**src/hw/rtl/spgp_pkg.sv**
```systemverilog
// spgp_pkg: shared types and constants for the sphere patch grid point pipeline.
// Used by spgp_isqrt, spgp_divider and sphere_patch_grid_point.
package spgp_pkg;

  localparam int GridSizeDef = 32;

  // raw vector N = 2S*c + a*across + d*down stays below 2^40 over the whole
  // GRID_SIZE range; one sign bit on top
  localparam int NW    = 42;
  localparam int MW    = NW - 1;        // magnitude width
  localparam int RW    = 31;            // normalised magnitude, msb at bit 30
  localparam int SqW   = 64;            // sum of three squares
  localparam int RootW = SqW / 2;
  localparam int FracW = 30;            // Q1.30 output
  localparam int NumW  = RW + FracW + 1;
  localparam int QW    = FracW + 1;
  localparam int OffW  = 12;
  localparam int CfgIdxW  = 8;
  localparam int CfgDataW = 32;

  typedef enum logic [CfgIdxW-1:0] {
    CfgReverseRows = 8'd0,
    CfgBorderCells = 8'd1
  } cfg_idx_e;

  typedef struct packed {
    logic        [5:0]  row;
    logic        [5:0]  col;
    logic signed [31:0] center_x;
    logic signed [31:0] center_y;
    logic signed [31:0] center_z;
    logic signed [31:0] across_x;
    logic signed [31:0] across_y;
    logic signed [31:0] across_z;
    logic signed [31:0] down_x;
    logic signed [31:0] down_y;
    logic signed [31:0] down_z;
  } in_t;

  typedef struct packed {
    logic signed [31:0]     point_x;
    logic signed [31:0]     point_y;
    logic signed [31:0]     point_z;
    logic        [OffW-1:0] mesh_offset;
    logic                   zero_length;
  } out_t;

endpackage

```
**src/hw/rtl/spgp_isqrt.sv**
```systemverilog
// spgp_isqrt: pipelined integer square root, one result bit per stage.
// Depends on spgp_pkg for widths.
module spgp_isqrt (
  input  logic                      clk_i,
  input  logic                      en_i,
  input  logic [spgp_pkg::SqW-1:0]  x_i,
  output logic [spgp_pkg::RootW-1:0] root_o
);

  localparam int NS = spgp_pkg::RootW;
  localparam int CW = spgp_pkg::SqW + 2;

  logic [spgp_pkg::SqW-1:0]   rem_q  [NS];
  logic [spgp_pkg::RootW-1:0] root_q [NS];

  for (genvar k = 0; k < NS; k++) begin : g_stage
    localparam int Bit = NS - 1 - k;
    logic [spgp_pkg::SqW-1:0]   rem_in;
    logic [spgp_pkg::RootW-1:0] root_in;
    logic [CW-1:0]              cand;

    if (k == 0) begin : g_first
      assign rem_in  = x_i;
      assign root_in = '0;
    end else begin : g_next
      assign rem_in  = rem_q[k-1];
      assign root_in = root_q[k-1];
    end

    // (root + 2^i)^2 - root^2
    assign cand = (CW'(root_in) << (Bit + 1)) + (CW'(1) << (2 * Bit));

    always_ff @(posedge clk_i) begin
      if (en_i) begin
        if (CW'(rem_in) >= cand) begin
          rem_q[k]  <= rem_in - cand[spgp_pkg::SqW-1:0];
          root_q[k] <= root_in | (spgp_pkg::RootW'(1) << Bit);
        end else begin
          rem_q[k]  <= rem_in;
          root_q[k] <= root_in;
        end
      end
    end
  end

  assign root_o = root_q[NS-1];

endmodule

```
**config.mk**
```make
export PLATFORM = sky130hd
export DESIGN_NAME = spgp_isqrt
export DESIGN_NICKNAME = d
export VERILOG_FILES = /design/src/hw/rtl/spgp_pkg.sv /design/src/hw/rtl/spgp_isqrt.sv
export SDC_FILE = /design/constraint.sdc
export NUM_CORES = 2
export LEC_CHECK = 0
export BUFFER_PORTS_ARGS = -buffer_cell sky130_fd_sc_hd__buf_2
export CORE_MARGIN = 2
export CORE_UTILIZATION = 45
export CTS_CLUSTER_DIAMETER = 150
export DETAILED_ROUTE_END_ITERATION = 12
export PLACE_DENSITY = 0.58
export REMOVE_ABC_BUFFERS = 1
export SYNTH_ARGS = -nofsm -noshare
export SYNTH_HDL_FRONTEND = slang
export SYNTH_SLANG_ARGS = --single-unit
export TNS_END_PERCENT = 10
```
**constraint.sdc**
```tcl
create_clock -name clk_i -period 5.7 [get_ports clk_i]
set_clock_uncertainty 0.1 [all_clocks]
set_input_delay 0.285 -clock clk_i [delete_from_list [all_inputs] [get_ports clk_i]]
set_output_delay 0.285 -clock clk_i [all_outputs]
set_load 0.02 [all_outputs]
```
==> results.py <==
metrics = {
    "critical_path": {
        "slowest_delay_ns": 0.61,
        "critical_path.cell_chain": "ha_1 -> nor2b_1 -> nand4_1 -> nor4_1 -> nand4_1 -> nand4_1 -> a221o_1 -> nand3_1 -> or3_1 -> nor4_1 -> xor2_1",
        "crit_buf_inv": 0,
        "worst-endpoint-arrival_ns": 5.51,
        "endpoint_kind": "flip-flop",
        "ff2ff_path_depth": 11,
        "cpMostUsedCell": "nand4_1",
        "cp_num_cells": 11,
        "crit_family": "simple AND/OR/NAND/NOR gates",
        "cp-startpoint": "rem_q[1][802]$_DFFE_PP_",
        "slowest_stage": "nor4_1",
        "worstPathMaxFanout": 9,
        "endpoint": "rem_q[1][893]$_DFFE_PP_",
        "startpoint_type": "flip-flop",
        "worst_ep_required_time_ns": 6.20,
        "crit_type": "flip-flop to flip-flop",
        "reg2reg_slack_ns": 0.69,
        "crit-reg2reg-capture": "rem_q[1][893]$_DFFE_PP_",
        "r2r_start": "rem_q[1][802]$_DFFE_PP_",
    },
    "logic_synthesis": {
        "synth_cell_type_count": 90,
        "synthCells": 9770,
        "syn_area_sq_mm": 0.1212,
        "syn_avg_cell_area_sq_um": 12.41,
        "synth-main-ff-cell": "edfxtp_1",
        "ys_ff_latch": 2512,
        "yosysSeqAreaShare_pct": 62.23,
        "async_flop_share_pct": 0,
        "synth_edf_count": 2512,
        "yosysWarnings": 0,
    },
    "final_layout": {
        "drive_gt1_share_pct": 6.781,
        "layout_common_cells": "edfxtp_1, nand2_1, inv_1",
        "fillers": 23120,
        "fin_area_sq_mm": 0.1364,
        "final_util_pct": 50.91,
        "syn2layout_area_growth_pct": 12.53,
        "layout.nets": 10750,
        "final_common_cell": "edfxtp_1",
    },
    "global_route": {
        "grt_pass1_wl_um": 466700,
        "antenna_found_initial": 23,
        "grtUsageTotal_pct": 22.14,
        "grt-ovfl-total": 0,
        "grt_pass1_vias": 76180,
        "grt_max_degree": 187,
    },
    "sta": {
        "rsz0062_at_grt": "false",
        "period_share_pct": 87.87,
        "layout_min_cycle_time_ns": 5.008,
        "setup_viol": 0,
        "fmax_mhz": 199.7,
        "relSlewSlack_pct": 6.588,
        "final_hold_viol_count": 0,
        "worst_slew_pin_slew_ns": 1.389,
        "slew_viol_final": 0,
        "fin_tns_setup_ns": 0,
    },
    "place": {
        "dpl_cell_area_sq_mm": 0.1261,
        "gp_congestion": 0.9347,
        "io_buffers": 97,
        "dpl.hpwl_um": 230500,
    },
    "power_and_ir_drop": {
        "irDropWorstVdd_mv": 0.2372,
        "total_leakage_power_nw": 50.88,
        "power_density_mw_per_mm2": 399.4,
    },
    "worst_hold_path": {
        "hp-start": "x_i[51]",
        "min_path_type": "input pin to flip-flop",
    },
    "die": {
        "die_area_sq_mm": 0.2736,
        "ios": 98,
        "die_w_um": 523.0,
        "rows": 190,
        "die_y_um": 523.0,
        "coreArea_sq_mm": 0.2679,
        "start_util_pct": 45.25,
    },
    "drt": {
        "first_pass_iters": 7,
        "viasPerCell": 5.653,
        "drt_iter0_drc": 6970,
        "drt_wl_total_um": 307800,
        "drc": 0,
        "antenna_left": 0,
        "post_drt_wl_per_cell_um": 22.13,
        "num_vias": 78640,
    },
    "clock_network": {
        "ctsHoldBuffers": 127,
        "cts_buffers": 280,
        "clk_pin_slew_ns": 0.06,
        "cts_resized": 0,
        "clkLatencyLatePin_ns": 0.88,
        "cts_buffer_depth": 4,
        "cts_tree": "done",
        "cts_max_level": 5,
        "clock-sinks": 2512,
        "post_cts_buffers": 0,
        "cts_root_buf": "clkbuf_16",
    },
    "run_status": {
        "status": "finished clean",
    },
    "run": {
        "max-cap-violations": 0,
    },
}
==> routing by layer <==
| layer | global-route usage (%) | share of wire, % | vias up |
|---|---|---|---|
| met5 | 0 | 0.0036 | - |
| met4 | 4.855 | 2.0 | 2 |
| met3 | 2.919 | 5.5 | 385 |
| met2 | 36.36 | 47 | 2122 |
| met1 | 31.39 | 45 | 38740 |
| li1 | - | - | 37390 |
==> sequential cells by signal, indices dropped and copies added, names as in the netlist <==
name and flops:
rem_q 1984, root_q 528
==> layout make-up <==
| cell class | count | area (sq um) | area share [%] |
|---|---|---|---|
| sequential | 2512 | 75430 | 55.30 |
| multi-input combinational | 6327 | 42380 | 31.07 |
| clock buffer | 326 | 7328 | 5.372 |
| tap | 3552 | 4444 | 3.258 |
| inverter | 702 | 2635 | 1.932 |
| timing repair buffer | 306 | 2487 | 1.824 |
| clock inverter | 179 | 1687 | 1.236 |
| antenna | 7 | 17.52 | 0.01284 |
==> logic make-up (layout without fill, tap and decap cells) <==
family          after synthesis  after routing  share of synthesized area, %
fa+ha+maj                   558            558                         5.759
other cells                   0              7                             0
simple gates               2969           2969                         12.68
xor+xnor                    878            878                         6.344
mux                          52             52                        0.4717
flops                      2512           2512                         62.23
compound gates             1870           1870                         9.624
buf+inv                     931           1513                         2.897
==> worst min path at each step <==
stage / end / slack, ns / depth (start not counted)
final: rem_q[0][51]$_DFFE_PP_ / 0.08 / 2
after global routing: rem_q[0][51]$_DFFE_PP_ / 0.05 / 2
after CTS: rem_q[0][51]$_DFFE_PP_ / 0.0003 / 2
after detailed placement: rem_q[1][73]$_DFFE_PP_ / 0.33 / 0
after global placement: rem_q[1][73]$_DFFE_PP_ / 0.32 / 0
after floorplan: rem_q[0][0]$_DFFE_PP_ / 0.28 / 0
==> per-stage QoR <==
step	std cells	hold WS [ns]	power, mW	worst slack (ns)
after floorplan	9541	0.2839	32.67	0.1919
after global placement	13270	0.3224	36.79	0.7771
after detailed placement	13270	0.3255	36.83	0.8210
after CTS	13900	0.0002581	54.91	0.8130
after global routing	13910	0.04835	57.11	0.4132
final	13910	0.08268	54.48	0.6916
==> power by group <==
| group | total [mW] | switching (mW) | internal (mW) |
|---|---|---|---|
| Sequential | 25.4 | 1.97 | 23.4 |
| Combinational | 11.3 | 6.82 | 4.45 |
| Clock | 17.8 | 7.44 | 10.4 |
==> synthesized netlist by cell type, types with 15 or more instances <==
cell type | instances | area, sq um
edfxtp_1 | 2512 | 75430
a211o_1 | 19 | 166.4
nand2b_1 | 113 | 706.9
a21boi_0 | 33 | 247.7
o21a_1 | 135 | 1013
inv_1 | 699 | 2624
or4_1 | 97 | 728.2
clkbuf_1 | 204 | 765.7
mux2_2 | 41 | 461.7
nor4b_1 | 61 | 534.3
o21ai_1 | 62 | 310.3
o2111ai_1 | 19 | 166.4
a21oi_1 | 537 | 2688
or2_2 | 32 | 200.2
a21o_1 | 224 | 1682
nand3_1 | 163 | 815.8
nand4_1 | 146 | 913.4
xnor2_1 | 404 | 3538
a211oi_1 | 31 | 232.7
o41ai_1 | 15 | 131.4
and2_1 | 27 | 168.9
a31oi_1 | 47 | 294.0
nor2_1 | 581 | 2181
o21ai_0 | 467 | 2337
nor3_1 | 277 | 1386
nand2_1 | 712 | 2673
a2111oi_0 | 18 | 157.7
o31ai_1 | 53 | 397.9
or3_1 | 122 | 763.2
ha_1 | 558 | 6982
nand4b_1 | 37 | 324.1
o211ai_1 | 31 | 232.7
and3_1 | 61 | 381.6
nor4_1 | 373 | 2333
nor2b_1 | 79 | 494.2
nand3b_1 | 21 | 157.7
o21bai_1 | 48 | 360.4
xor2_1 | 474 | 4151
Note: power is estimated with default switching activity, not from simulation.
